$ cat src/rtl/core/assert_macros.svh
// assertion macros used by the rtl of the matrix multiply block
// expects a clock named clk and an active-high reset named rst in scope
`ifndef ASSERT_MACROS_SVH
`define ASSERT_MACROS_SVH

// expression holds at every clock edge outside reset
`define ASSERT_ALWAYS(label, expr, msg) \
  label: assert property (@(posedge clk) disable iff (rst) (expr)) else $error(msg);

// consequent holds in the same cycle as the antecedent
`define ASSERT_IMPLY(label, ante, cons, msg) \
  label: assert property (@(posedge clk) disable iff (rst) (ante) |-> (cons)) else $error(msg);

// consequent holds in the cycle after the antecedent
`define ASSERT_NEXT(label, ante, cons, msg) \
  label: assert property (@(posedge clk) disable iff (rst) (ante) |=> (cons)) else $error(msg);

`endif

$ cat src/rtl/core/sqmm_pkg.sv
// shared constants, sequencer states and helpers for the square matrix multiply
// no dependencies
`timescale 1ns / 1ps

package sqmm_pkg;

  localparam int MAX_SIZE     = 8;
  localparam int ELEMENT_BITS = 16;

  localparam int STORE_DEPTH = MAX_SIZE * MAX_SIZE;
  localparam int ADDR_BITS   = $clog2(STORE_DEPTH);
  localparam int COUNT_BITS  = $clog2(STORE_DEPTH + 1);
  localparam int IDX_BITS    = $clog2(MAX_SIZE);
  localparam int PROD_BITS   = 2 * ELEMENT_BITS;

  // fixed field widths of the ports
  localparam int SIZE_BITS      = 4;
  localparam int VALUE_BITS     = 35;
  localparam int ROW_BITS       = 3;
  localparam int IN_TDATA_BITS  = 2 * ELEMENT_BITS;
  localparam int OUT_BITS       = VALUE_BITS + 2 * ROW_BITS;
  localparam int OUT_TDATA_BITS = ((OUT_BITS + 7) / 8) * 8;

  typedef enum logic [1:0] {
    ST_LOAD,
    ST_CALC,
    ST_OUT
  } state_t;

  // size register to the size in use: zero acts as one, large values saturate
  function automatic logic [SIZE_BITS-1:0] effective_size(input logic [SIZE_BITS-1:0] raw);
    logic [SIZE_BITS-1:0] n;
    n = raw;
    if (raw == '0) begin
      n = SIZE_BITS'(1);
    end else if (raw > SIZE_BITS'(MAX_SIZE)) begin
      n = SIZE_BITS'(MAX_SIZE);
    end
    return n;
  endfunction

endpackage

$ cat src/rtl/core/square_matrix_multiply.sv
// square matrix multiply C = A * B on signed Q8.8 elements, one shared MAC
// depends on sqmm_pkg and assert_macros.svh
//
// channel  dir  handshake            payload
// s_*      in   s_tvalid/s_tready    s_tdata: a_element, b_element
// m_*      out  m_tvalid/m_tready    m_tdata: result_value, result_row, result_column; m_tlast
// cfg_*    in   cfg_valid/cfg_ready  cfg_data: matrix_size
//
// loading takes one word a cycle while no size write is offered; the n*n-th word
// starts the product pass; each product element uses the single multiply-accumulate
// (one read of each store per cycle, registered read, product, add), then waits in
// the output register until taken; input stays stalled until the last element leaves
// size writes are taken only while loading, win over a load word in the same cycle
// and clear the load count; the stores need no clearing after reset
`timescale 1ns / 1ps

`include "assert_macros.svh"

module square_matrix_multiply (
  input  logic                                  clk,
  input  logic                                  rst,
  input  logic                                  s_tvalid,
  output logic                                  s_tready,
  input  logic [sqmm_pkg::IN_TDATA_BITS-1:0]    s_tdata,   // a_element, b_element
  output logic                                  m_tvalid,
  input  logic                                  m_tready,
  // m_tdata: result_value, result_row, result_column, zero pad
  output logic [sqmm_pkg::OUT_TDATA_BITS-1:0]   m_tdata,
  output logic                                  m_tlast,
  input  logic                                  cfg_valid,
  output logic                                  cfg_ready,
  input  logic [sqmm_pkg::SIZE_BITS-1:0]        cfg_data
);

  localparam int EB = sqmm_pkg::ELEMENT_BITS;
  localparam int AB = sqmm_pkg::ADDR_BITS;
  localparam int PAD_BITS = sqmm_pkg::OUT_TDATA_BITS - sqmm_pkg::OUT_BITS;

  sqmm_pkg::state_t state, state_next;

  logic [sqmm_pkg::SIZE_BITS-1:0]  matrix_size;
  logic [sqmm_pkg::SIZE_BITS-1:0]  n;
  logic [sqmm_pkg::COUNT_BITS-1:0] total;
  logic [sqmm_pkg::COUNT_BITS-1:0] loaded_count;

  logic [EB-1:0] a_mem [sqmm_pkg::STORE_DEPTH];
  logic [EB-1:0] b_mem [sqmm_pkg::STORE_DEPTH];

  // sequencer counters
  logic [sqmm_pkg::IDX_BITS-1:0] row, col, k;
  logic [AB-1:0] row_base, a_addr, b_addr;
  logic          issue_done;

  // mac pipeline
  logic                                issue;
  logic                                rd_valid, rd_last;
  logic signed [EB-1:0]                a_rd, b_rd;
  logic                                prod_valid, prod_last;
  logic signed [sqmm_pkg::PROD_BITS-1:0]  prod;
  logic signed [sqmm_pkg::VALUE_BITS-1:0] acc, acc_sum;

  logic [sqmm_pkg::VALUE_BITS-1:0] out_value;
  logic [sqmm_pkg::IDX_BITS-1:0]   out_row, out_col;
  logic                            out_last;

  logic in_fire, out_fire, load_done, calc_done;
  logic k_last, col_last, row_last;

  assign n     = sqmm_pkg::effective_size(matrix_size);
  assign total = sqmm_pkg::COUNT_BITS'(n) * sqmm_pkg::COUNT_BITS'(n);

  assign in_fire   = s_tvalid && s_tready;
  assign out_fire  = m_tvalid && m_tready;
  assign load_done = in_fire && (loaded_count + 1'b1 == total);
  assign calc_done = prod_valid && prod_last;

  assign k_last   = (sqmm_pkg::SIZE_BITS'(k)   == n - 1'b1);
  assign col_last = (sqmm_pkg::SIZE_BITS'(col) == n - 1'b1);
  assign row_last = (sqmm_pkg::SIZE_BITS'(row) == n - 1'b1);

  assign issue   = (state == sqmm_pkg::ST_CALC) && !issue_done;
  assign acc_sum = acc + sqmm_pkg::VALUE_BITS'(prod);

  // next state
  always_comb begin
    state_next = state;
    case (state)
      sqmm_pkg::ST_LOAD: if (load_done) state_next = sqmm_pkg::ST_CALC;
      sqmm_pkg::ST_CALC: if (calc_done) state_next = sqmm_pkg::ST_OUT;
      sqmm_pkg::ST_OUT: begin
        if (out_fire) begin
          state_next = out_last ? sqmm_pkg::ST_LOAD : sqmm_pkg::ST_CALC;
        end
      end
      default: state_next = sqmm_pkg::ST_LOAD;
    endcase
  end

  // handshake outputs
  always_comb begin
    s_tready  = 1'b0;
    m_tvalid  = 1'b0;
    cfg_ready = 1'b0;
    case (state)
      sqmm_pkg::ST_LOAD: begin
        // a size write goes first, the load word waits until no size write is offered
        s_tready  = !cfg_valid;
        cfg_ready = 1'b1;
      end
      sqmm_pkg::ST_OUT:  m_tvalid = 1'b1;
      default: ;
    endcase
  end

  assign m_tdata   = {{PAD_BITS{1'b0}}, sqmm_pkg::ROW_BITS'(out_col),
                      sqmm_pkg::ROW_BITS'(out_row), out_value};
  assign m_tlast   = out_last;

  always_ff @(posedge clk) begin
    if (rst) begin
      state        <= sqmm_pkg::ST_LOAD;
      matrix_size  <= sqmm_pkg::SIZE_BITS'(sqmm_pkg::MAX_SIZE);
      loaded_count <= '0;
    end else begin
      state <= state_next;
      if (cfg_valid && cfg_ready) begin
        matrix_size  <= cfg_data;
        loaded_count <= '0;
      end else if (load_done) begin
        loaded_count <= '0;
      end else if (in_fire) begin
        loaded_count <= loaded_count + 1'b1;
      end
    end
  end

  // element stores: one write port for loading, one registered read port for the mac
  always_ff @(posedge clk) begin
    if (in_fire) begin
      a_mem[loaded_count[AB-1:0]] <= s_tdata[EB-1:0];
    end
    if (issue) begin
      a_rd <= a_mem[a_addr];
    end
  end

  always_ff @(posedge clk) begin
    if (in_fire) begin
      b_mem[loaded_count[AB-1:0]] <= s_tdata[2*EB-1:EB];
    end
    if (issue) begin
      b_rd <= b_mem[b_addr];
    end
  end

  // address sequencer: a walks along a row, b walks down a column
  always_ff @(posedge clk) begin
    if (rst) begin
      row        <= '0;
      col        <= '0;
      k          <= '0;
      row_base   <= '0;
      a_addr     <= '0;
      b_addr     <= '0;
      issue_done <= 1'b1;
    end else if (load_done) begin
      row        <= '0;
      col        <= '0;
      k          <= '0;
      row_base   <= '0;
      a_addr     <= '0;
      b_addr     <= '0;
      issue_done <= 1'b0;
    end else if (out_fire && !out_last) begin
      k          <= '0;
      issue_done <= 1'b0;
      if (col_last) begin
        col      <= '0;
        row      <= row + 1'b1;
        row_base <= row_base + AB'(n);
        a_addr   <= row_base + AB'(n);
        b_addr   <= '0;
      end else begin
        col    <= col + 1'b1;
        a_addr <= row_base;
        b_addr <= AB'(col) + 1'b1;
      end
    end else if (issue) begin
      k      <= k + 1'b1;
      a_addr <= a_addr + 1'b1;
      b_addr <= b_addr + AB'(n);
      if (k_last) begin
        issue_done <= 1'b1;
      end
    end
  end

  // multiply then accumulate, one product per cycle while the sequencer issues
  always_ff @(posedge clk) begin
    if (rst) begin
      rd_valid   <= 1'b0;
      rd_last    <= 1'b0;
      prod_valid <= 1'b0;
      prod_last  <= 1'b0;
      acc        <= '0;
    end else begin
      rd_valid   <= issue;
      rd_last    <= issue && k_last;
      prod_valid <= rd_valid;
      prod_last  <= rd_last;
      if (prod_valid) begin
        acc <= prod_last ? '0 : acc_sum;
      end
    end
  end

  always_ff @(posedge clk) begin
    if (rd_valid) begin
      prod <= a_rd * b_rd;
    end
  end

  always_ff @(posedge clk) begin
    if (rst) begin
      out_last <= 1'b0;
    end else if (calc_done) begin
      out_last <= row_last && col_last;
    end
  end

  always_ff @(posedge clk) begin
    if (calc_done) begin
      out_value <= acc_sum;
      out_row   <= row;
      out_col   <= col;
    end
  end

  `ASSERT_ALWAYS(a_count_in_range, loaded_count < total, "load count reached matrix size")
  `ASSERT_IMPLY(a_idle_pipe, s_tready, !rd_valid && !prod_valid && acc == '0,
                "mac pipeline busy while loading")
  `ASSERT_IMPLY(a_out_pipe_empty, m_tvalid, !rd_valid && !prod_valid && issue_done,
                "mac still running while result shown")
  `ASSERT_NEXT(a_last_reloads, out_fire && m_tlast,
               state == sqmm_pkg::ST_LOAD && loaded_count == '0,
               "block not reloading after final element")

endmodule
$ cat config.mk
export PLATFORM = sky130hd
export DESIGN_NAME = square_matrix_multiply
export DESIGN_NICKNAME = d
export VERILOG_FILES = /design/src/rtl/core/sqmm_pkg.sv /design/src/rtl/core/square_matrix_multiply.sv
export VERILOG_INCLUDE_DIRS = /design/src /design/src/rtl/core
export SDC_FILE = /design/constraint.sdc
export NUM_CORES = 2
export LEC_CHECK = 0
export BUFFER_PORTS_ARGS = -buffer_cell sky130_fd_sc_hd__buf_2
export CAP_MARGIN = 20
export CELL_PAD_IN_SITES_DETAIL_PLACEMENT = 0
export CELL_PAD_IN_SITES_GLOBAL_PLACEMENT = 2
export CORE_MARGIN = 2
export CORE_UTILIZATION = 41
export DETAILED_ROUTE_END_ITERATION = 10
export GPL_TIMING_DRIVEN = 1
export PLACE_DENSITY_LB_ADDON = 0.12
export SETUP_SLACK_MARGIN = 0.3
export SYNTH_ARGS = -nofsm -noshare
export SYNTH_HDL_FRONTEND = slang
export SYNTH_SLANG_ARGS = --single-unit
$ cat constraint.sdc
create_clock -name clk -period 17.3 [get_ports clk]
set_input_delay 0.865 -clock clk [delete_from_list [all_inputs] [get_ports clk]]
set_output_delay 0.865 -clock clk [all_outputs]
set_load 0.01 [all_outputs]
==> key figures <==
Logic synthesis
  • Yosys warns: 0
  • Asr flop ratio synth: 0
  • Cells after synthesis: 4917
  • Largest family of logic cells by synthesized area: multiplexers
  • Synth Register Bits: 2234
  • Post-synth EDFFs: roughly 2200
  • Post-synthesis mux area share: 0.1579
  • Synth Area in Simple Gates: 0.03374
  • Syn Std Cell Area: approximately 0.097 mm^2
  • Post-Synth Adder-Cell Area: 0.07240
  • Post-synthesis sequential area ratio: 0.6841
  • Synth Area in Compound Gates: 0.01871
  • Synth Flop Type: edfxtp_1
  • Synth cell types: 84
  • Mean Syn Cell Area: 19.70 um^2
  • XOR/XNOR Fraction of Synth Area: 0.009403

CTS
  • CTS resizes: 0
  • Clock Path Buffers: 3
  • CTS root buf: clkbuf_16
  • Worst-Skew Late Latency: ~0.90 ns
  • Setup repair bufs after CTS: 0
  • Cts hold-fix bufs: 0
  • Total CTS buffers: roughly 230
  • Clock transition at path regs: 0.06 ns
  • H-tree levels: 4
  • CTS tree: done
  • Clock Sinks: 2234

Worst setup path
  • Reg2reg start: a_rd[7]$_DFFE_PP_
  • Crit path max fanout: 16
  • Reg2reg path depth: 20
  • Slack of the worst reg-to-reg path: 10.48 ns
  • Worst flop-to-flop path endpoint: prod[30]$_DFFE_PP_
  • Setup CP Type: flop to flop
  • Worst EP required: 17.87 ns
  • Startpoint types: flop
  • Arr. time, crit path: 7.39 ns
  • Crit path capture type: flop

GRT
  • Total GRT Usage: 0.2080
  • Largest net degree at the start of global routing: between 100 and 150
  • First-pass GRT wire length: 358.7 mm
  • Vias in the first global route: 48700
  • Initial antenna violation count: 26
  • GRT overflow: 0

Floorplanning
  • Die Span X: 490.1 um
  • Placement row count: 178
  • Die Y: 490.1 um
  • I/O pins: 93
  • Starting Density: 0.4119
  • Die ar.: 0.2402 mm^2
  • Core area: 0.2352 mm^2

Layout
  • Final instance area: 0.1097 mm^2
  • Number of fill cells in the layout: 19780
  • Reg area: 0.06630 mm^2
  • Nets: between 5000 and 6000
  • Area Overhead vs Synth: 13.19%
  • Share of layout cells above drive strength 1: 0.2484
  • Multi-input logic area: 0.02884 mm^2

Place
  • Routability cong.: between 0.7 and 0.8
  • Port bufs: 85
  • Placed Area: slightly above 0.1 mm^2
  • DP HPWL: 147.6 mm
  • Place WS: around 10 ns

Drt
  • Via count of the routed design: 46530
  • DRC Markers: 0
  • Final ANT Viol Nets: 0
  • DR iter-0 viols: 4153
  • Via/cell ratio: 5.484
  • Final wirelength: 249.1 mm
  • DR WL/cell: 29.35 um
  • Initial DRT Pass Iterations: 7

Power and ir drop
  • VDD IR max: 87.00 uV
  • PD cells: 100.3 mW/mm^2
  • Lkg Pwr: approximately 0.035 uW

Timing
  • RSZ-0062 raised after global routing: false
  • Setup ws final: 10.48 ns
  • Relative slew slack: 0.3088
  • Peak Freq: 146.6 MHz
  • Worst Max-Slew Pin Slew: between 1 and 1.5 ns
  • Max-slew violation count: 0
  • Setup violators final: 0
  • Crit path time final: just under 7 ns
  • Final hold violations: 0
  • Clock tree skew after final layout: 0.07641 ns
  • Final setup TNS: 0 ns
  • Fin crit share: 0.3942

Hold path
  • Min-Delay Path Depth: 1
  • Hold/Removal Path Class: input port to flop
  • Hold Crit Endpoint: a_mem[39][15]$_DFFE_PP_
  • Hold Startpoint: s_tdata[15]

Outcome
  • Status: finished clean

Job
  • Max-cap violation count: 0
## cell families after synthesis
| kind of cell | Yosys count |
|---|---|
| other | 1 |
| muxes | 688 |
| AOI/OAI and AO/OA | 265 |
| DFF | 2234 |
| and+or+nand+nor | 662 |
| xor gates and xnor gates | 104 |
| buffers and inverters | 562 |
| adders and majority gates | 401 |
## final cells by class
type | count | share of cell area
clock inverters | 143 | 0.01405
well taps | 3150 | 0.03594
flip-flops and latches | 2234 | 0.6047
clock buffers | 274 | 0.05428
diodes | 8 | 0.0001826
repair buffers | 221 | 0.01673
inverters | 326 | 0.01116
multi-input cells | 2129 | 0.2630
## power breakdown
| part | internal [uW] | total (uW) | switching (uW) |
|---|---|---|---|
| logic | 32.8 | 142 | 109 |
| clock network | 2830 | 4930 | 2100 |
| registers | 5920 | 5930 | 2.56 |
## synth_stat cells, types with 11 or more instances
master / instances / share of area
a211oi_1: 20 / 0.0015
a21o_1: 30 / 0.0023
a21oi_1: 84 / 0.0043
and2_1: 130 / 0.0084
buf_1: 21 / 0.00081
buf_2: 44 / 0.0023
buf_4: 17 / 0.0013
clkbuf_1: 145 / 0.0056
dfxtp_1: 81 / 0.017
edfxtp_1: 2153 / 0.67
fa_1: 266 / 0.055
ha_1: 135 / 0.017
inv_1: 325 / 0.013
mux2i_1: 15 / 0.0015
mux4_2: 672 / 0.16
nand2_1: 172 / 0.0067
nand2b_1: 18 / 0.0012
nand3_1: 24 / 0.0012
nand3b_1: 13 / 0.0010
nor2_1: 191 / 0.0074
nor2b_1: 34 / 0.0022
nor3_1: 16 / 0.00083
o21ai_0: 31 / 0.0016
or2_2: 11 / 0.00071
xnor2_1: 70 / 0.0063
xor2_1: 34 / 0.0031
## placed cells by master, fill, tap and decap left out, drive strengths merged, types with 8 or more instances in the layout
cell	n
nand2	173
o21a	10
a21oi	84
o21ai	39
nor3b	10
mux2i	15
ha	135
nand3b	13
xnor2	70
nand2b	18
clkinv	108
and2	130
o211ai	10
nand4	8
a21o	30
mux4	672
edfxtp	2153
inv	329
xor2	34
a211oi	20
buf	221
diode	8
dfxtp	81
nand3	25
conb	9
nor3	18
fa	266
or2	12
clkbuf	274
nor2b	34
bufinv	26
nor2	192
## critical path: stages (launching register included)
cell and delay [ns]:
edfxtp_1 0.82, nand2_1 0.17, fa_1 0.58, inv_1 0.06
fa_1 0.50, inv_1 0.07, fa_1 0.55, inv_1 0.06
fa_1 0.45, fa_1 0.49, inv_1 0.05, fa_1 0.47
inv_1 0.04, ha_1 0.32, o211ai_1 0.15, a21boi_0 0.31
o31ai_1 0.15, a311oi_1 0.50, a21oi_1 0.21, o31ai_1 0.41
o311ai_1 0.16
## worst max-delay path by stage
stage                       start                  to  cells past startpoint
2_1_floorplan  a_rd[15]$_DFFE_PP_  prod[31]$_DFFE_PP_                     20
3_3_place_gp    a_rd[7]$_DFFE_PP_  prod[30]$_DFFE_PP_                     20
3_5_place_dp    a_rd[7]$_DFFE_PP_  prod[30]$_DFFE_PP_                     20
4_1_cts         a_rd[7]$_DFFE_PP_  prod[30]$_DFFE_PP_                     20
5_1_grt        a_rd[15]$_DFFE_PP_  prod[30]$_DFFE_PP_                     18
6_report        a_rd[7]$_DFFE_PP_  prod[30]$_DFFE_PP_                     20
## registers in the layout, summed over array words and instances (netlist names), 4 cells and up
signal	cells
acc	35
out_value	35
a_addr	6
matrix_size	4
prod	32
row_base	6
a_rd	16
b_addr	6
loaded_count	7
b_mem	1024
a_mem	1024
b_rd	16
## layer usage
layer | global-route usage | up-vias | share of wire
met5 | 0 | - | 0.00011
met4 | 0.04713 | 4 | 0.019
met3 | 0.04122 | 311 | 0.059
met2 | 0.3338 | 1181 | 0.48
met1 | 0.2947 | 25230 | 0.44
li1 | - | 19810 | -
## per-stage QoR
step	total power, uW	util	cells	hold slack [ns]
2_1_floorplan	6071	-	4925	0.4138
3_3_place_gp	6166	0.4318	8031	0.4318
3_5_place_dp	6173	0.4319	8032	0.4358
4_1_cts	11100	0.4638	8449	0.2202
5_1_grt	11330	0.4662	8483	0.2475
6_report	11000	0.4662	8485	0.2956
Power figures use the tool's default switching activity.
